### config.mk
export PLATFORM = sky130hd
export DESIGN_NAME = iso_timestamp_to_epoch
export DESIGN_NICKNAME = d
export VERILOG_FILES = /design/src/sv/its_pkg.sv /design/src/sv/iso_timestamp_to_epoch.sv /design/src/sv/its_field_gather.sv /design/src/sv/its_epoch_calc.sv
export SDC_FILE = /design/constraint.sdc
export NUM_CORES = 1
export LEC_CHECK = 0
export ABC_AREA = 1
export BUFFER_PORTS_ARGS = -buffer_cell sky130_fd_sc_hd__buf_4
export CORE_ASPECT_RATIO = 1.25
export CORE_UTILIZATION = 60
export CTS_CLUSTER_DIAMETER = 200
export CTS_CLUSTER_SIZE = 30
export DETAILED_ROUTE_END_ITERATION = 8
export PLACE_DENSITY = 0.87
export SLEW_MARGIN = 20
export SYNTH_ARGS = -nofsm -noshare
export SYNTH_HDL_FRONTEND = slang
export SYNTH_SLANG_ARGS = --single-unit
export TNS_END_PERCENT = 20
### constraint.sdc
create_clock -name i_clk -period 6.9 [get_ports i_clk]
set_input_delay 0.345 -clock i_clk [delete_from_list [all_inputs] [get_ports i_clk]]
set_output_delay 0.345 -clock i_clk [all_outputs]
set_load 0.05 [all_outputs]
### src/sv/its_pkg.sv
package its_pkg;

    // Character positions within YYYY-MM-DDTHH:MM:SS.
    localparam logic [4:0] IDLE_POS    = 5'd19;
    localparam logic [4:0] LAST_POS    = 5'd18;
    localparam logic [4:0] YEAR_LAST   = 5'd3;
    localparam logic [4:0] MONTH_LAST  = 5'd6;
    localparam logic [4:0] DAY_LAST    = 5'd9;
    localparam logic [4:0] HOUR_LAST   = 5'd12;
    localparam logic [4:0] MINUTE_LAST = 5'd15;
    localparam logic [4:0] SEP_DATE_HI = 5'd4;
    localparam logic [4:0] SEP_DATE_LO = 5'd7;
    localparam logic [4:0] SEP_DATE_T  = 5'd10;
    localparam logic [4:0] SEP_TIME_HI = 5'd13;
    localparam logic [4:0] SEP_TIME_LO = 5'd16;

    localparam logic [7:0] DIGIT_ZERO = 8'h30;
    localparam logic [7:0] DIGIT_NINE = 8'h39;

    localparam int CHAR_W  = 8;
    localparam int EPOCH_W = 39;

    // Days in one 400-year Gregorian cycle, and days from 0000-03-01 to 1970-01-01
    // plus one, so that day-of-month 1 lands on the first day.
    localparam logic signed [23:0] ERA_DAYS    = 24'sd146097;
    localparam logic signed [23:0] EPOCH_BIAS  = 24'sd719469;
    localparam logic signed [EPOCH_W-1:0] SEC_PER_DAY = 39'sd86400;

    typedef struct packed {
        logic [13:0] year;
        logic [6:0]  month;
        logic [6:0]  day;
        logic [6:0]  hour;
        logic [6:0]  minute;
        logic [6:0]  second;
        logic        err;
    } t_fields;

    // Day of a March-based year on which month mon (0 = January) begins.
    function automatic logic [8:0] month_doy(input logic [3:0] mon);
        logic [8:0] doy;
        case (mon)
            4'd0:    doy = 9'd306;
            4'd1:    doy = 9'd337;
            4'd2:    doy = 9'd0;
            4'd3:    doy = 9'd31;
            4'd4:    doy = 9'd61;
            4'd5:    doy = 9'd92;
            4'd6:    doy = 9'd122;
            4'd7:    doy = 9'd153;
            4'd8:    doy = 9'd184;
            4'd9:    doy = 9'd214;
            4'd10:   doy = 9'd245;
            4'd11:   doy = 9'd275;
            default: doy = 9'd0;
        endcase
        return doy;
    endfunction

endpackage

### src/sv/iso_timestamp_to_epoch.sv
// Converts a timestamp of the fixed form YYYY-MM-DDTHH:MM:SS, streamed in one character
// per transfer, into signed seconds since 1970-01-01T00:00:00 UTC in the proleptic
// Gregorian calendar. Set tuser on the transfer that carries the first year digit; the
// block then counts positions itself, ignores whatever sits in the five separator places,
// and after the nineteenth character issues exactly one result transfer. Characters that
// arrive while no timestamp is open are dropped, and a new start flag abandons any
// timestamp in progress. A month outside 1 to 12 rolls into the year, while day, hour,
// minute and second simply add, so day zero is the last day of the previous month and a
// second of 60 or more runs into the next minute. If any digit position held something
// other than 0 to 9, the result carries zero seconds with the bad-digit flag set. One
// character is accepted in every cycle while back-pressure does not hold it; the
// conversion is a seven-stage pipeline with an elastic ready chain, and a
// back-pressured result only holds up input once that pipeline has filled.
module iso_timestamp_to_epoch (
    input  logic        i_clk,
    input  logic        i_rst_n,
    input  logic        s_axis_tvalid,
    output logic        s_axis_tready,
    input  logic [7:0]  s_axis_tdata,   // [7:0] char_in
    input  logic [0:0]  s_axis_tuser,   // [0] first_char
    output logic        m_axis_tvalid,
    input  logic        m_axis_tready,
    output logic [39:0] m_axis_tdata,   // [38:0] epoch_seconds, [39] zero
    output logic [0:0]  m_axis_tuser    // [0] bad_digit
);

    logic                               w_accept;
    logic                               w_done;
    its_pkg::t_fields                   w_fields;
    logic signed [its_pkg::EPOCH_W-1:0] w_epoch;
    logic                               w_bad;

    // A character transfer completes only when the conversion pipeline can take a
    // finished timestamp, so a final character is never lost.
    assign w_accept = s_axis_tvalid && s_axis_tready;

    its_field_gather u_gather (
        .i_clk    (i_clk),
        .i_rst_n  (i_rst_n),
        .i_accept (w_accept),
        .i_char   (s_axis_tdata),
        .i_first  (s_axis_tuser[0]),
        .o_done   (w_done),
        .o_fields (w_fields)
    );

    its_epoch_calc u_calc (
        .i_clk    (i_clk),
        .i_rst_n  (i_rst_n),
        .i_valid  (w_done),
        .o_ready  (s_axis_tready),
        .i_fields (w_fields),
        .o_valid  (m_axis_tvalid),
        .i_ready  (m_axis_tready),
        .o_epoch  (w_epoch),
        .o_bad    (w_bad)
    );

    assign m_axis_tdata = {1'b0, w_epoch};
    assign m_axis_tuser = w_bad;

    // A flagged result always carries zero seconds.
    a_bad_is_zero: assert property (@(posedge i_clk) disable iff (!i_rst_n)
        m_axis_tvalid && m_axis_tuser[0] |-> m_axis_tdata == 40'd0)
        else $error("bad-digit result with non-zero seconds");

    // The start character opens a timestamp and can never close one.
    a_start_not_done: assert property (@(posedge i_clk) disable iff (!i_rst_n)
        w_accept && s_axis_tuser[0] |-> !w_done)
        else $error("start character completed a timestamp");

    // No result is pending straight after reset.
    a_reset_empty: assert property (@(posedge i_clk) disable iff (!i_rst_n)
        $rose(i_rst_n) |-> !m_axis_tvalid)
        else $error("result valid right after reset");

endmodule

### src/sv/its_field_gather.sv
module its_field_gather (
    input  logic                          i_clk,
    input  logic                          i_rst_n,
    input  logic                          i_accept,
    input  logic [its_pkg::CHAR_W-1:0]    i_char,
    input  logic                          i_first,
    output logic                          o_done,
    output its_pkg::t_fields              o_fields
);

    logic [4:0]       r_pos;
    its_pkg::t_fields r_acc;
    logic [4:0]       n_pos;
    its_pkg::t_fields n_acc;

    logic [4:0]       w_pos;
    its_pkg::t_fields w_base;
    logic             w_active;
    logic             w_is_digit;
    logic             w_is_sep;
    logic [3:0]       w_digit;

    always_comb begin
        // A start flag drops whatever was in progress.
        w_base   = i_first ? '0 : r_acc;
        w_pos    = i_first ? '0 : r_pos;
        w_active = (w_pos < its_pkg::IDLE_POS);

        w_is_digit = (i_char >= its_pkg::DIGIT_ZERO) && (i_char <= its_pkg::DIGIT_NINE);
        w_digit    = w_is_digit ? 4'(i_char - its_pkg::DIGIT_ZERO) : 4'd0;
        w_is_sep   = (w_pos == its_pkg::SEP_DATE_HI) || (w_pos == its_pkg::SEP_DATE_LO) ||
                     (w_pos == its_pkg::SEP_DATE_T)  || (w_pos == its_pkg::SEP_TIME_HI) ||
                     (w_pos == its_pkg::SEP_TIME_LO);

        n_acc = w_base;
        n_pos = w_pos;
        if (w_active) begin
            n_pos = 5'(w_pos + 5'd1);
            if (!w_is_sep) begin
                if (!w_is_digit) begin
                    n_acc.err = 1'b1;
                end
                if (w_pos <= its_pkg::YEAR_LAST) begin
                    n_acc.year = 14'(w_base.year * 14'd10 + 14'(w_digit));
                end else if (w_pos <= its_pkg::MONTH_LAST) begin
                    n_acc.month = 7'(w_base.month * 7'd10 + 7'(w_digit));
                end else if (w_pos <= its_pkg::DAY_LAST) begin
                    n_acc.day = 7'(w_base.day * 7'd10 + 7'(w_digit));
                end else if (w_pos <= its_pkg::HOUR_LAST) begin
                    n_acc.hour = 7'(w_base.hour * 7'd10 + 7'(w_digit));
                end else if (w_pos <= its_pkg::MINUTE_LAST) begin
                    n_acc.minute = 7'(w_base.minute * 7'd10 + 7'(w_digit));
                end else begin
                    n_acc.second = 7'(w_base.second * 7'd10 + 7'(w_digit));
                end
            end
        end
    end

    always_ff @(posedge i_clk) begin
        if (!i_rst_n) begin
            r_pos <= its_pkg::IDLE_POS;
            r_acc <= '0;
        end else if (i_accept) begin
            r_pos <= n_pos;
            r_acc <= n_acc;
        end
    end

    assign o_done   = i_accept && (w_pos == its_pkg::LAST_POS);
    assign o_fields = n_acc;

endmodule

### src/sv/its_epoch_calc.sv
module its_epoch_calc (
    input  logic                              i_clk,
    input  logic                              i_rst_n,
    input  logic                              i_valid,
    output logic                              o_ready,
    input  its_pkg::t_fields                  i_fields,
    output logic                              o_valid,
    input  logic                              i_ready,
    output logic signed [its_pkg::EPOCH_W-1:0] o_epoch,
    output logic                              o_bad
);

    typedef struct packed {
        logic        err;
        logic [6:0]  day;
        logic [18:0] hms;
    } t_carry;

    logic [6:0] r_v;
    logic [6:0] w_rdy;

    // Stage 1: gathered fields.
    its_pkg::t_fields r_s1;
    // Stage 2: year shifted to a March-based year, day of year.
    logic signed [15:0] r_s2_yadj;
    logic [8:0]         r_s2_doy;
    t_carry             r_s2_c;
    // Stage 3: year offset by one era, era estimate.
    logic [13:0]        r_s3_yp;
    logic [4:0]         r_s3_q400;
    logic [8:0]         r_s3_doy;
    t_carry             r_s3_c;
    // Stage 4: year of era.
    logic [8:0]         r_s4_yoe;
    logic [6:0]         r_s4_c4;
    logic [1:0]         r_s4_c100;
    logic signed [5:0]  r_s4_era;
    logic [8:0]         r_s4_doy;
    t_carry             r_s4_c;
    // Stage 5: day of era and era start.
    logic [17:0]        r_s5_doe;
    logic signed [23:0] r_s5_eradays;
    t_carry             r_s5_c;
    // Stage 6: days since the epoch.
    logic signed [23:0] r_s6_days;
    t_carry             r_s6_c;
    // Stage 7: result.
    logic signed [its_pkg::EPOCH_W-1:0] r_s7_epoch;
    logic                               r_s7_bad;

    logic [6:0]         w_mm;
    logic [3:0]         w_q_u;
    logic signed [4:0]  w_q;
    logic [3:0]         w_mon;
    logic               w_jan_feb;
    logic signed [15:0] n_s2_yadj;
    t_carry             n_s2_c;
    logic [13:0]        n_s3_yp;
    logic [4:0]         n_s3_q400;
    logic [8:0]         n_s4_yoe;
    logic [6:0]         n_s4_c4;
    logic [1:0]         n_s4_c100;
    logic [17:0]        n_s5_doe;
    logic signed [23:0] n_s5_eradays;
    logic signed [23:0] n_s6_days;
    logic signed [its_pkg::EPOCH_W-1:0] n_s7_epoch;

    always_comb begin
        w_rdy[6] = !r_v[6] || i_ready;
        for (int k = 5; k >= 0; k--) begin
            w_rdy[k] = !r_v[k] || w_rdy[k+1];
        end
    end

    always_comb begin
        // Month normalisation: floor((month - 1) / 12) and its remainder.
        w_mm  = 7'(r_s1.month - 7'd1);
        w_q_u = 4'((11'(w_mm[6:2]) * 11'd43) >> 7);
        if (r_s1.month == 7'd0) begin
            w_q   = -5'sd1;
            w_mon = 4'd11;
        end else begin
            w_q   = $signed({1'b0, w_q_u});
            w_mon = 4'(w_mm - 7'(w_q_u) * 7'd12);
        end
        w_jan_feb = (w_mon < 4'd2);
        n_s2_yadj = $signed({2'b00, r_s1.year}) + 16'(w_q) - $signed({15'b0, w_jan_feb});
        n_s2_c.err = r_s1.err;
        n_s2_c.day = r_s1.day;
        n_s2_c.hms = 19'(19'(r_s1.hour) * 19'd3600 + 19'(r_s1.minute) * 19'd60
                     + 19'(r_s1.second));

        // Year plus one era so that the floor division stays positive.
        n_s3_yp   = 14'(r_s2_yadj + 16'sd400);
        n_s3_q400 = 5'((15'(n_s3_yp[13:4]) * 15'd41) >> 10);

        n_s4_yoe  = 9'(r_s3_yp - 14'(r_s3_q400) * 14'd400);
        n_s4_c4   = n_s4_yoe[8:2];
        n_s4_c100 = 2'((12'(n_s4_c4) * 12'd41) >> 10);

        n_s5_doe     = 18'(18'(r_s4_yoe) * 18'd365 + 18'(r_s4_c4) - 18'(r_s4_c100)
                       + 18'(r_s4_doy));
        n_s5_eradays = 24'(r_s4_era) * its_pkg::ERA_DAYS;

        n_s6_days = r_s5_eradays + $signed({6'b0, r_s5_doe}) - its_pkg::EPOCH_BIAS
                    + $signed({17'b0, r_s5_c.day});

        n_s7_epoch = 39'(r_s6_days) * its_pkg::SEC_PER_DAY + $signed({20'b0, r_s6_c.hms});
    end

    always_ff @(posedge i_clk) begin
        if (!i_rst_n) begin
            r_v <= '0;
        end else begin
            if (w_rdy[0]) begin
                r_v[0] <= i_valid;
            end
            for (int k = 1; k < 7; k++) begin
                if (w_rdy[k]) begin
                    r_v[k] <= r_v[k-1];
                end
            end
        end
    end

    always_ff @(posedge i_clk) begin
        if (w_rdy[0]) begin
            r_s1 <= i_fields;
        end
        if (w_rdy[1]) begin
            r_s2_yadj <= n_s2_yadj;
            r_s2_doy  <= its_pkg::month_doy(w_mon);
            r_s2_c    <= n_s2_c;
        end
        if (w_rdy[2]) begin
            r_s3_yp   <= n_s3_yp;
            r_s3_q400 <= n_s3_q400;
            r_s3_doy  <= r_s2_doy;
            r_s3_c    <= r_s2_c;
        end
        if (w_rdy[3]) begin
            r_s4_yoe  <= n_s4_yoe;
            r_s4_c4   <= n_s4_c4;
            r_s4_c100 <= n_s4_c100;
            r_s4_era  <= $signed({1'b0, r_s3_q400}) - 6'sd1;
            r_s4_doy  <= r_s3_doy;
            r_s4_c    <= r_s3_c;
        end
        if (w_rdy[4]) begin
            r_s5_doe     <= n_s5_doe;
            r_s5_eradays <= n_s5_eradays;
            r_s5_c       <= r_s4_c;
        end
        if (w_rdy[5]) begin
            r_s6_days <= n_s6_days;
            r_s6_c    <= r_s5_c;
        end
        if (w_rdy[6]) begin
            r_s7_epoch <= r_s6_c.err ? '0 : n_s7_epoch;
            r_s7_bad   <= r_s6_c.err;
        end
    end

    assign o_ready = w_rdy[0];
    assign o_valid = r_v[6];
    assign o_epoch = r_s7_epoch;
    assign o_bad   = r_s7_bad;

endmodule

### After elaboration in Yosys (flattened, before gate mapping)

Memory sizes are Yosys's and may differ from the RTL's. A register that Yosys moved wholly into a read port is not among the register bits.
Index checks and enable logic that the tools add are counted.

| storage, ports and cells | value |
|---|---|
| bits in registers | 416 |
| latch bits | 0 |
| RAM bits | 0 |
| memory bits (read-only) | 144 |
| input port bits | 13 |
| output and inout bits | 43 |
| logic and storage cells | 147 |
| memories | 1 |

Memory list:

| memory | words | bits a word | rd ports | clocked after memory_dff | write ports | RTL line | source |
|---|---|---|---|---|---|---|---|
| (no name shown) | 16 | 9 | 1 | 1 | 0 | its_pkg.sv:42 | `case (mon)` |

| cells by class | value |
|---|---|
| $add $sub $neg | 24 |
| multipliers | 16 |
| divide/modulo/power cells | 0 |
| order comparisons | 9 |
| eq/ne operators | 6 |
| shift operators | 0 |
| muxes and demuxes | 19 |
| bitwise gates (word level) | 0 |
| reductions and logical operators | 22 |

Operator list:

| kind | number |
|---|---|
| $mux W50 | 3 |
| $add A39 B20 Y39 | 1 |
| $add A7 B4 Y7 | 5 |
| $mul A7 B3 Y6 const B | 5 |
| $mux W35 | 1 |
| $mux W7 | 5 |
| $mul A24 B11 Y32 const B | 1 |
| $mux W14 | 2 |
| $mux W28 | 1 |
| $add A24 B19 Y24 | 1 |
| $add A24 B8 Y24 | 1 |
| $mul A6 B19 Y24 const B | 1 |
| $sub A24 B21 Y24 const B | 1 |
| $mux W21 | 1 |
| $add A19 B13 Y19 | 1 |
| $add A19 B7 Y19 | 1 |
| $add A18 B7 Y18 | 1 |
| $add A18 B9 Y18 | 1 |
| $mul A9 B9 Y18 const B | 1 |
| $sub A18 B2 Y18 | 1 |
| $le A5 B4 Y1 const B | 3 |
| $mul A10 B6 Y15 const B | 1 |
| $mul A7 B8 Y15 const B | 1 |
| $mux W5 | 3 |
| 31 further kinds | 53 |

### Longest topological paths before layout

Gate-level depths: netlist of the first run.

| depth | value |
|---|---|
| word-level depth | 11 |
| gate-level depth with buffers | 44 |
| depth with buffers taken out | 43 |

### Modules after synthesis

From an unflattened synthesis of the first run, not the netlist that was laid out.

| unflattened totals | value |
|---|---|
| cells, all modules | 3853 |
| area total of the unflattened synthesis | 34809.6 µm² |

By module, submodules not included:

| module | instances | cells an instance | area an instance (µm²) | sequential area each (µm²) |
|---|---|---|---|---|
| its_epoch_calc | 1 | 2849 | 28611.2 | 10830.4 |
| its_field_gather | 1 | 1000 | 6179.7 | 1101.1 |
| iso_timestamp_to_epoch | 1 | 4 | 18.8 | 0.0 |

### Worst setup path before layout of the first run

Ideal clock, no wire load.

| timing | value |
|---|---|
| path kind | reg-to-reg |
| from | reg u_calc.r_s1[29] (netlist bit) |
| to | reg u_calc.r_s2_yadj[12] (data pin) |
| library setup time | 0.262 ns |
| data arrival time | 5.792 ns |
| data required time | 6.638 ns |
| setup slack | 0.846 ns |
| stages on the path, launching flop included | 45 |
| buffers on the path | 1 |
| period minus slack after synthesis | 6.054 ns |
| cell sequence | edfxtp_1 -> inv_1 -> ha_1 -> inv_1 -> nor2_1 -> xor2_1 -> ha_1 -> ha_1 -> inv_1 -> fa_1 -> inv_1 -> ha_1 -> nand2_1 -> inv_1 -> nand2_1 -> nand2_1 -> inv_1 -> nand2_1 -> [9 not listed] -> nand4_1 -> inv_1 -> ha_1 -> inv_1 -> ha_1 -> inv_1 -> fa_1 -> inv_1 -> nand2_1 -> nand2_1 -> a21oi_1 -> o21bai_1 -> nand2_1 -> nand2_1 -> a21oi_1 -> o21bai_1 -> a21oi_1 -> xor2_1 |

| on the way | value |
|---|---|
| word-level cells in the longest chain between the ends | 7 |
| elaborated cells between the ends (all ways) | 10 |
| those cells by class | add/sub: 4; mul: 2; order compare: 1; mux: 2; reduce/logical: 1 |

Ends and longest elaborated chain:

| item | RTL line | source |
|---|---|---|
| start, declared | its_epoch_calc.sv:23 | `its_pkg::t_fields r_s1;` |
| start signal, assigned | its_epoch_calc.sv:128 | `r_s1 <= i_fields;` |
| $sub A7 B1 Y7 | its_epoch_calc.sv:77 | `w_mm = 7'(r_s1.month - 7'd1);` |
| $mul A5 B6 Y11 | its_epoch_calc.sv:78 | `w_q_u = 4'((11'(w_mm[6:2]) * 11'd43) >> 7);` |
| $mul A4 B2 Y2 | its_epoch_calc.sv:84 | `w_mon = 4'(w_mm - 7'(w_q_u) * 7'd12);` |
| $sub A4 B4 Y4 | its_epoch_calc.sv:84 |  |
| $mux W4 | its_epoch_calc.sv:79 | `if (r_s1.month == 7'd0) begin` |
| $lt A4 B2 Y1 | its_epoch_calc.sv:86 | `w_jan_feb = (w_mon < 4'd2);` |
| $sub A14 B2 Y14 * | its_epoch_calc.sv:87 | `n_s2_yadj = $signed({2'b00, r_s1.year}) + 16'(w_q) - $signed({15'b0, w_jan_feb});` |
| named net u_calc.n_s2_yadj[12] | its_epoch_calc.sv:56 | `logic signed [15:0] n_s2_yadj;` |
| end signal, assigned | its_epoch_calc.sv:131 | `r_s2_yadj <= n_s2_yadj;` |
| end, declared | its_epoch_calc.sv:25 | `logic signed [15:0] r_s2_yadj;` |

The timed path passes the listed nets; every way through them passes the cells marked *.
A chain may end at the register's enable or synchronous reset.

### Worst setup path after layout of the first run

| timing | value |
|---|---|
| from | reg u_calc.r_s1[30] (netlist bit) |
| to | reg u_calc.r_s2_yadj[12] (data pin) |

Same word-level chain as after synthesis.

==> results of run 1 <==
[metrics by stage]
step	hold slack, ps	utilization (%)
finish	43.1	63.9
detailed placement	405	62.9
floorplan	400	-
global placement	400	62.9
global route	27.8	63.9
CTS	23.1	63.8
[cells in the mapped netlist (7+ instances only)]
cell,number
a211oi_1,8
a21o_1,11
a21oi_1,204
a31oi_1,14
buf_2,9
clkbuf_1,13
dfxtp_1,62
edfxtp_1,356
fa_1,178
ha_1,533
inv_1,766
inv_2,24
nand2_1,524
nand2_2,26
nand3_1,109
nand3_2,7
nand4_1,43
nor2_1,189
nor2_2,15
nor2_4,11
nor3_1,23
o21a_1,9
o21ai_0,111
o21ai_1,32
o21ai_2,7
o21bai_1,15
xnor2_1,65
xor2_1,122
[state kept, by name, indices dropped and copies added (netlist names), 18 cells and up]
signal,flops
u_calc.r_s6_days,24
u_calc.r_s4_c,27
u_calc.r_s5_eradays,24
u_gather.r_acc,50
u_calc.r_s1,42
u_calc.r_s5_doe,18
u_calc.o_epoch,39
u_calc.r_s3_c,27
u_calc.r_s5_c,27
u_calc.r_s6_c,20
u_calc.r_s2_c,27
[worst max-delay path by stage]
stage	from	cells past startpoint	slack, ps	to
4_1_cts	u_calc.r_s1[29]	43	180	u_calc.r_s2_yadj[12]
3_3_place_gp	u_calc.r_s1[29]	43	450	u_calc.r_s2_yadj[12]
5_1_grt	u_calc.r_s1[29]	42	6	u_calc.r_s2_yadj[12]
3_5_place_dp	u_calc.r_s1[29]	43	270	u_calc.r_s2_yadj[12]
6_report	u_calc.r_s1[30]	43	520	u_calc.r_s2_yadj[12]
2_1_floorplan	u_calc.r_s1[29]	44	850	u_calc.r_s2_yadj[12]
[logic make-up after synthesis]
| kind of cell | count (synthesis) | synth area share [%] |
|---|---|---|
| simple gates | 986 | 13.0 |
| buf+inv | 827 | 9.32 |
| fa+ha+maj | 711 | 30.1 |
| compound gates | 447 | 7.55 |
| flops | 418 | 35.1 |
| xor+xnor | 188 | 4.87 |
| other cells | 1 | 0.0110 |
[worst reg2reg max path: cells and delay by family, from the launching register on]
family,cells,cell delay (ps)
flip-flops,1,470
adder cells (fa/ha/maj),9,2440
AO/OA/AOI/OAI,5,600
XOR/XNOR,3,570
buffers and inverters,11,800
AND/OR/NAND/NOR,15,1210
[per-layer routing]
metal	vias up	global-route usage (%)	part of all wire (%)
li1	11700	-	-
met1	11300	24.7	37
met2	587	47.8	54
met3	233	2.13	3.1
met4	0	12.1	5.2
met5	-	0	0
[cells in the final DEF, fill, tap and decap left out, types with 14 or more instances in the layout]
cell type	Yosys	final
buf_4	3	65
inv_2	24	28
nand2_2	26	26
nand3_1	109	109
nor3_1	23	23
o21ai_1	32	32
o21ai_0	111	111
xor2_1	122	120
inv_1	766	763
xnor2_1	65	65
nor2_1	189	188
ha_1	533	532
a21oi_1	204	204
a31oi_1	14	14
o21bai_1	15	15
fa_1	178	178
clkbuf_16	0	17
dfxtp_1	62	62
edfxtp_1	356	356
nand2_1	524	524
nand4_1	43	43
nor2_2	15	16
[what timing repair did]
action	CTS	global route
setup buffers	0	3
resized for setup	0	6
hold buffers	0	0
setup endpoints to repair	0	3
[final cells by class]
cell class	instances	share of cell area [%]
clock inverter	2	0.0350
timing repair buffer	65	1.37
multi-input combinational	2333	53.0
inverter	792	8.33
tap	742	2.60
clock buffer	28	1.31
sequential	418	33.4
==> results.md, run 1 <==
Logic synthesis:
- By area the synthesized netlist is led by edfxtp_1 (31%), ha_1 (20%), fa_1 (10%).
- Among all flip-flop cells after synthesis, the most frequent one is edfxtp_1.
- The cell area that synthesis handed to floorplanning was approximately 34,000 sq um.
- Yosys printed 0 warnings.
- Counting distinct cell types in the post-synthesis netlist gives 67.
- After technology mapping, the gate count stands at around 3,600.
- Counting flops with an async set or reset pin after synthesis yields a share of 0%.
- The synthesized area per cell is roughly 9.5 sq um.
- Counting flops with a built-in enable in the synthesized netlist gives between 300 and 400.
- Of the post-synthesis cell area, the dominant cell type holds a little under a third.
- The synthesized flop and latch total is approximately 420.
- Sequential cells were found to cover between 30% and 40% of the synthesized design area.
- The cell type with the largest total area after synthesis is edfxtp_1.
- The synthesized netlist net count is approximately 4,300.

Clock network:
- After clock tree synthesis, the clock-pin slew on the worst setup and hold paths is 110 ps.
- TritonCTS built the clock tree.
- The number of H-tree levels is 1.
- The clock reaches the later pin of the worst-skew pair after around 550 ps.
- Counting along the longest clock path gives a buffer depth of 3.
- Clock tree synthesis found a total of 418 sinks.
- The number of buffers created by CTS is 17.
- The tree is rooted in a clkbuf_16.

Timing:
- The count of pins over their slew limit is 0.
- Summed over all failing endpoints, the final setup total negative slack is 0 ps.
- Setup slack closes at about 520 ps.
- The worst slew margin relative to its limit is ~27%.
- The total count of hold-check failures in the final report is 0.
- The timing-limited maximum frequency is between 0.15 and 0.2 GHz.
- The final clock skew is approximately 17 ps.
- The actual slew at the worst max-slew pin is 1090 ps.
- For the finished layout, the period the worst path requires is 6380 ps.
- Setup repair after global routing left no endpoint under its margin.
- Dividing the final minimum period by the clock period gives between 90% and 100%.
- Setup violations remaining at the end of the flow were counted as 0.

Setup path:
- The worst register-to-register path ends at u_calc.r_s2_yadj[12].
- The setup check on the worst reg-to-reg path leaves a slack of between 500 and 600 ps.
- The startpoint class of the critical path is a flip-flop.
- Among all stages on the critical path, the largest delay is contributed by edfxtp_1.
- The worst setup path category is flip-flop to flip-flop.
- The peak fanout along the critical path is 5.
- For this run, the slowest stage of the critical path takes between 400 and 500 ps.
- The count of cells along the worst register-to-register path is 43.
- The kind of capture point of the worst setup path is a flip-flop.
- On the critical path the largest part of the delay comes from adder cells.
- The reg-to-reg startpoint is u_calc.r_s1[30].
- The buffering stage count on the worst path with inverters included is 11.
- Data arrives at the worst endpoint at ~6700 ps.
- The required arrival time at the worst endpoint is about 7000 ps.

Final layout:
- From synthesis to final layout, the design area changed by 5.10%.
- The proportion of layout cells with a drive suffix above 1 is 5.91%.
- The footprint of the multi-input gates is roughly 19,000 sq um.
- The net count of the finished layout is about 4,400.
- The number of fill cells is approximately 4,200.
- The finished layout holds approximately 4,400 standard cells, fillers aside.
- The summed area of non-filler cells in the final layout is between 30,000 and 40,000 sq um.
- The storage element area is 11,900 sq um.
- The repair_antennas step left the layout with diodes totalling 0.

Place:
- Timing analysis after detailed placement gives a worst setup slack of between 200 and 300 ps.
- At the end of routability-driven placement, the weighted congestion stood at between 0.9 and 1.
- The HPWL after detailed placement is ~55,000 um.
- The number of placed instances with taps included is ~4,300.
- Buffers placed on the I/O ports in this run total between 50 and 60.
- The placed standard-cell area is around 35,000 sq um.

Floorplan:
- The overall die width is 215 um.
- The total number of placement rows is 97.
- The initial utilization of the core area, before any placement, comes to 60.8%.
- The die footprint is 57,600 sq um.
- The top-level port count is 56.
- The y dimension of the die is 268 um.
- The area of the placeable core is ~56,000 sq um.

Flow run:
- The number of violations of the max-capacitance limit is 0.

Min path:
- The endpoint of the worst hold-timing path is u_gather.r_pos[4].
- The worst hold path belongs to the class primary input to flip-flop.
- The number of cells on the worst hold path is 2.
- In this run the most critical hold path is launched from i_rst_n.

Routing:
- In the routed layout, each cell is associated on average with a via count of around 5.4.
- The total via count in the routed design is about 24,000.
- The violation count after the first detailed-routing iteration is about 1,300.
- The residual antenna-violating net count after detailed routing is 0.
- After detailed routing, the total wire length is just under 70,000 um.
- The number of detailed-route iterations in the first pass is 7.
- Dividing the detail-routed wire length by the instance count gives 15.4 um.
- The final routed DRC violation total is 0.

Global route:
- The sum of overflow across all layers after global routing is 0.
- Global routing used 23.9% of the available tracks.
- The global-route wire length before repair is between 100,000 and 150,000 um.
- The number of antenna violations at the first check in global routing is 0.
- The pin count of the biggest net entering global routing is 90.
- The number of global-route vias before repair was 24,300.

Outcome:
- The flow ran to the end, and the final reports show no timing, DRC or antenna violations.
Power of run 1 is not shown: default switching activity piles up to over one toggle a cycle in this logic, so the estimate is an artifact.
==> inputs of run 2 (changes only) <==
CORE_MARGIN = 5   (was not set)
GPL_TIMING_DRIVEN = 0   (was not set)
==> run 2 against run 1 <==
Clock skew increased by 7.0 ps. Clock-buffer cell count unchanged. Global-route usage decreased by 2.1 points. Critical path type unchanged. Worst setup slack improved by 69 ps. Critical path depth decreased by 4.
==> results.md, run 2 (synthesized netlist as in run 1, its figures left out) <==
Final layout:
- For this run, the post-layout net count is around 4,400.
- From synthesis to final layout, the design area changed by 5.76%.
- The leading cell type in the layout, fill and taps excluded is inv_1.
- The register with the most flip-flops in the layout has 50 of them.
- Counting flops per register, the top entry is u_gather.r_acc.
- The proportion of layout cells with a drive suffix above 1 is 6.40%.
- The library cells used most frequently in the layout, excluding fill and tap cells, are inv_1 (762), ha_1 (532), nand2_1 (523), edfxtp_1 (356), a21oi_1 (203).
- The filler cells instantiated in the layout total between 4,000 and 5,000.
- The final antenna diode count is 0.

Floorplan:
- The floorplan step defined a die boundary enclosing just over 60,000 sq um.
- The top-level port count is 56.
- The floorplan has 97 rows.
- The effective utilization at floorplan is 60.6%.
- The overall die width is 223 um.
- The y dimension of the die is around 280 um.
- The region available for standard cell placement spans roughly 56,000 sq um.

Setup path:
- The depth of the critical timing path with buffers and inverters included is 39.
- Along the worst path, the maximum fanout reaches 10.
- The capture point of the worst reg-to-reg path is u_calc.r_s2_yadj[12].
- The number of buffers and inverters on the critical path is 8.
- The maximum single-stage delay on the critical path is between 400 and 500 ps.
- The setup check on the worst reg-to-reg path leaves a slack of between 500 and 600 ps.
- The count of cells along the worst register-to-register path is 39.
- The arrival time of data at the critical path endpoint is approximately 6600 ps.
- The reg-to-reg startpoint is u_calc.r_s1[29].
- The most numerous cell type found on the critical path is nand2_1.
- The required arrival time at the worst endpoint is approximately 7200 ps.
- The kind of capture point of the worst setup path is a flip-flop.
- The cell with the largest stage delay on the worst path is edfxtp_1.
- The critical path in this run is classified as flip-flop to flip-flop.
- The startpoint class of the critical path is a flip-flop.
- The family of cells with the greatest summed delay on the critical path is adder cells.

Routing:
- The final routed DRC violation total is 0.
- The final wirelength is around 68,000 um.
- Once detail routing completed, the nets flagged for antenna violations numbered 0.
- Dividing the detail-routed via count by the number of cells gives roughly 5.4.
- Across all layers, the routed design uses 23,900 vias.
- The first TritonRoute pass finished after 6 iterations.
- The violation count after the first detailed-routing iteration is approximately 1,500.
- After detailed routing, the average wire length per cell comes to roughly 15 um.

Timing:
- For the pin with the worst max-slew slack, the measured transition is approximately 1100 ps.
- In the finished design, the share of the clock period the worst path needs comes to around nine tenths.
- The count of pins over their slew limit was 0.
- On the final layout, the worst clock skew is 24.1 ps.
- The tightest hold path in the finished design has a slack of 140 ps.
- The smallest clock period supported by the final layout is computed as about 6300 ps.
- The worst slew margin relative to its limit is ~24%.
- The timing-limited maximum frequency is around 0.16 GHz.
- Setup violations remaining at the end of the flow were counted as 0.
- The total count of hold-check failures in the final report is 0.

Clock network:
- Clock tree synthesis inserted a total of 17 buffers.
- The clock slew seen by the registers of the worst setup and hold paths is approximately 120 ps.
- CTS placed an instance of clkbuf_16 at the clock tree root.
- The maximum clock path buffer count is 3.
- The tree built by TritonCTS fans out to approximately 420 sinks.
- The clock network latency to the later pin of the worst-skew pair is ~540 ps.
- The hold buffer count at CTS is 0.
- The number of H-tree levels is 1.
- The clock tree from TritonCTS is yes.

Min path:
- The endpoint of the worst hold-timing path is u_calc.r_v[0].
- The class of the tightest hold or removal check is primary input to flip-flop.
- The startpoint of the tightest hold check path is s_axis_tvalid.
- The worst hold path was traced through 3 stages.

Global route:
- The overall track demand over capacity in global routing is roughly 22%.
- The number of global-route vias before repair is around 25,000.
- The number of antenna violations at the first check in global routing is 0.
- The total overflow left after global routing is 0.
- Entering global routing, the biggest net connects 72 pins.
- The global-route wire length before repair is 113,000 um.

Outcome:
- The flow ran to the end, and the final reports show no timing, DRC or antenna violations.

Place:
- Once detailed placement completed, the half-perimeter wirelength came to approximately 55,000 um.
- The number of port buffers is between 50 and 60.
- The global placement routability congestion is slightly above 0.9.

Flow run:
- The number of violations of the max-capacitance limit is 0.
## run 2: metal layers
metal	vias up	track usage, %	wire, um
met5	-	0	0
met4	0	9.81	3200
met3	215	1.90	2280
met2	604	42.3	36900
met1	11300	24.1	25700
li1	11800	-	-
## run 2: area by class of cell
class	count	area (sq um)	share of cell area, %
clock buffers	28	467	1.30
multi-input cells	2333	18900	52.7
inverters	792	2980	8.28
plain buffers	35	193	0.536
clock inverters	2	12.5	0.0348
repair buffers	62	490	1.36
well taps	742	928	2.58
flip-flops and latches	418	11900	33.2
## run 2: timing repair
item                                    CTS  global route
endpoints found under the setup margin    0             6
gates resized for setup                   0            12
setup buffers                             0             7
## run 2: worst register-to-register path: cells and delay by family, from the launching register on
| kind | cells | cell delay, ps |
|---|---|---|
| AO/OA/AOI/OAI | 5 | 730 |
| XOR/XNOR | 3 | 480 |
| adder cells (fa/ha/maj) | 9 | 2370 |
| buffers and inverters | 8 | 700 |
| flip-flops | 1 | 490 |
| AND/OR/NAND/NOR | 14 | 1320 |
## run 2: through the flow
step           utilization [%]  std cells  cell area, sq um  setup TNS (ps)  worst slack (ps)
2_1_floorplan                -       3578             34000               0               846
3_3_place_gp              63.0       4373             35300               0               295
3_5_place_dp              63.1       4375             35400               0               126
4_1_cts                   63.9       4405             35800               0               100
5_1_grt                   64.1       4412             35900           -1.17             -1.17
6_report                  64.1       4412             35900               0               593
## run 2: worst max-delay path by stage
stage                          from                    to  slack [ps]
finish              u_calc.r_s1[29]  u_calc.r_s2_yadj[12]         590
global route        u_calc.r_s1[29]  u_calc.r_s2_yadj[12]          -1
CTS                 u_calc.r_s1[29]  u_calc.r_s2_yadj[12]         100
detailed placement  u_calc.r_s1[29]  u_calc.r_s2_yadj[12]         130
global placement    u_calc.r_s1[29]  u_calc.r_s2_yadj[12]         300
floorplan           u_calc.r_s1[29]  u_calc.r_s2_yadj[12]         850
Power of run 2 is left out for the same reason.
==> inputs of run 3 (changes only) <==
--- a/config.mk
+++ b/config.mk
@@ -9,5 +9,4 @@
 export BUFFER_PORTS_ARGS = -buffer_cell sky130_fd_sc_hd__buf_4
 export CORE_ASPECT_RATIO = 1.25
-export CORE_MARGIN = 5
 export CORE_UTILIZATION = 60
 export CTS_CLUSTER_DIAMETER = 200
==> constraint.sdc (replaced) <==
create_clock -name i_clk -period 6.9 [get_ports i_clk]
set_input_delay 0.345 -clock i_clk [delete_from_list [all_inputs] [get_ports i_clk]]
set_output_delay 0.345 -clock i_clk [all_outputs]
set_load 0.01 [all_outputs]
==> run 3 against run 2 <==
Clock-buffer cell count unchanged. Non-clock buffer count down 2. Clock skew about the same. Largest cell class unchanged. Highest routed layer unchanged.
==> results.md, run 3 (synthesized netlist as in run 1, its figures left out) <==
Final layout:
- The number of fill cells is roughly 4,200.
- Relative to the synthesized area, the layout overhead comes to 5.64%.
- The final antenna diode count is 0.
- The library cell used most frequently in the layout, excluding fill and tap cells, is inv_1.
- The register with the most flip-flops in the layout has 50 of them.
- The proportion of layout cells with a drive suffix above 1 is under 10%.
- The library cells used most frequently in the layout, excluding fill and tap cells, are inv_1 (763), ha_1 (532), nand2_1 (523), edfxtp_1 (356), a21oi_1 (204).
- After the last flow step, the layout net total stands at approximately 4,400.
- The largest register by flop count is u_gather.r_acc.

Timing:
- The worst slew margin relative to its limit is approximately a quarter.
- The fraction of the cycle the final worst path needs is 94.5%.
- The total setup violations reported at the end of the flow is 0.
- At the pin with the least slew margin, the transition time is roughly 1100 ps.
- Across all hold checks on the routed design, the worst slack comes to 102 ps.
- The count of pins over their slew limit came to 0.
- Across the routed clock network, the largest skew measured is about 25 ps.
- The total count of hold-check failures in the final report is 0.
- The final sum of negative setup slack is 0 ps.
- Timing would allow up to around 0.15 GHz.
- The worst path in the final design needs a cycle of about 6500 ps, including I/O delays and setup.
- The worst setup margin is between 300 and 400 ps.

Global route:
- Entering global routing, the biggest net connects between 70 and 80 pins.
- The overall track demand over capacity in global routing is 24.1%.
- The number of global-route vias before repair was about 25,000.
- The total overflow left after global routing is 0.
- The first global-routing pass estimated between 100,000 and 150,000 um of wire.
- The number of antenna violations at the first check in global routing is 0.

Setup path:
- The number of cells on the worst reg-to-reg path is 39.
- On the worst path, the slowest cell contributes a delay of 480 ps.
- Counting both buffers and inverters, the worst setup path holds a total of 8.
- The capture point of the worst reg-to-reg path is u_calc.r_s2_yadj[12].
- The worst setup path is of the flip-flop to flip-flop kind.
- The cell with the largest stage delay on the worst path is edfxtp_1.
- The destination of the critical timing path is u_calc.r_s2_yadj[12].
- Among the stages of the critical path, the cell type that occurs most often is nand2_1.
- The peak fanout along the critical path is 10.
- The startpoint identified for the worst register-to-register timing path is u_calc.r_s1[29].
- The required arrival time at the worst endpoint is 7200 ps.
- Tracing the worst setup path back leads to its startpoint at u_calc.r_s1[29].
- The worst setup path is captured at a flip-flop.
- The startpoint class of the critical path is a flip-flop.
- At the worst endpoint, the arrival time is ~6800 ps.
- The family of cells with the greatest summed delay on the critical path is adder cells.
- The critical path runs through a total of 39 cells.
- In this run the register-to-register setup slack is ~380 ps.

Clock network:
- In this run the clock root is driven by a clkbuf_16.
- The clock network latency to the later pin of the worst-skew pair is 550 ps.
- The clock tree from TritonCTS is yes.
- The maximum clock path buffer count is 3.
- After clock tree synthesis, the clock-pin slew on the worst setup and hold paths is between 100 and 150 ps.
- The count of clock tree sinks is roughly 420.
- The number of hold buffers added after CTS was 0.
- The number of buffers created by CTS is 17.
- In this run the number of H-tree levels came out at 1.

Floorplan:
- The area of the placeable core is around 56,000 sq um.
- In this run the vertical extent of the chip is 268 um.
- 56 I/O pins were placed.
- The overall die width is 215 um.
- The die covers roughly 58,000 sq um.
- The total number of placement rows is 97.
- The effective utilization at floorplan is about 61%.

Routing:
- The total via count in the routed design is roughly 24,000.
- The final routed DRC violation total is 0.
- The residual antenna-violating net count after detailed routing is 0.
- The final layout contains routed wiring with a total length of around 69,000 um.
- The pre-antenna-repair detailed-routing pass consisted of 6 iterations.
- The violation count after the first detailed-routing iteration is between 1,000 and 1,500.
- In the routed layout, each cell is associated on average with a via count of 5.44.
- After detailed routing, the average wire length per cell comes to 15.7 um.

Outcome:
- The run finished with clean final reports.

Place:
- The number of port buffers is between 50 and 60.
- At the end of routability-driven placement, the weighted congestion stood at about 0.96.
- Once detailed placement completed, the half-perimeter wirelength came to around 56,000 um.
- OpenSTA, run right after detailed placement, puts the worst setup slack at roughly 150 ps.

Min path:
- The class of the tightest hold or removal check is primary input to flip-flop.

Flow run:
- The number of violations of the max-capacitance limit is 0.
## run 3: cell type report
type	count	area (sq um)	area share, %
sequential	418	11900	33.2
clock inverter	2	12.5	0.0348
inverter	792	2980	8.29
tap	742	928	2.59
multi-input combinational	2333	18900	52.7
buffer	35	193	0.537
clock buffer	28	467	1.30
timing repair buffer	60	475	1.32
## run 3: tightest hold or removal path, stage by stage
cell     delay, ps
buf_4          130
nand3_1         80
a21oi_1         60
## run 3: per-layer routing
| metal | GRT usage [%] | wire [um] | vias to the layer above |
|---|---|---|---|
| met5 | 0 | 0 | - |
| met4 | 12.1 | 3320 | 0 |
| met3 | 1.86 | 2500 | 214 |
| met2 | 47.7 | 37200 | 624 |
| met1 | 25.5 | 26100 | 11400 |
| li1 | - | - | 11800 |
## run 3: metrics by stage
step                instances  area [sq um]  util, %
floorplan                3578         34000        -
global placement         4373         35300     63.1
detailed placement       4375         35400     63.2
CTS                      4405         35800     64.1
global route             4410         35900     64.2
finish                   4410         35900     64.2
## run 3: timing repair
| item | CTS | global route |
|---|---|---|
| buffers inserted | 0 | 5 |
| endpoints found under the setup margin | 0 | 3 |
| gates resized for setup | 0 | 5 |
## run 3: worst min path at each step
| stage | to | slack, ps | cells after the start | startpoint |
|---|---|---|---|---|
| 4_1_cts | u_calc.r_v[0] | 90 | 3 | s_axis_tvalid |
| 3_3_place_gp | u_calc.r_s2_c[22] | 400 | 0 | u_calc.n_s2_c[22] |
| 6_report | u_calc.r_v[0] | 100 | 3 | s_axis_tvalid |
| 3_5_place_dp | u_calc.r_s3_c[16] | 400 | 0 | u_calc.r_s2_c[16] |
| 5_1_grt | u_calc.r_v[0] | 100 | 3 | s_axis_tvalid |
| 2_1_floorplan | u_calc.r_s2_c[0] | 400 | 0 | u_calc.r_s1[1] |
Power of run 3 is left out for the same reason.
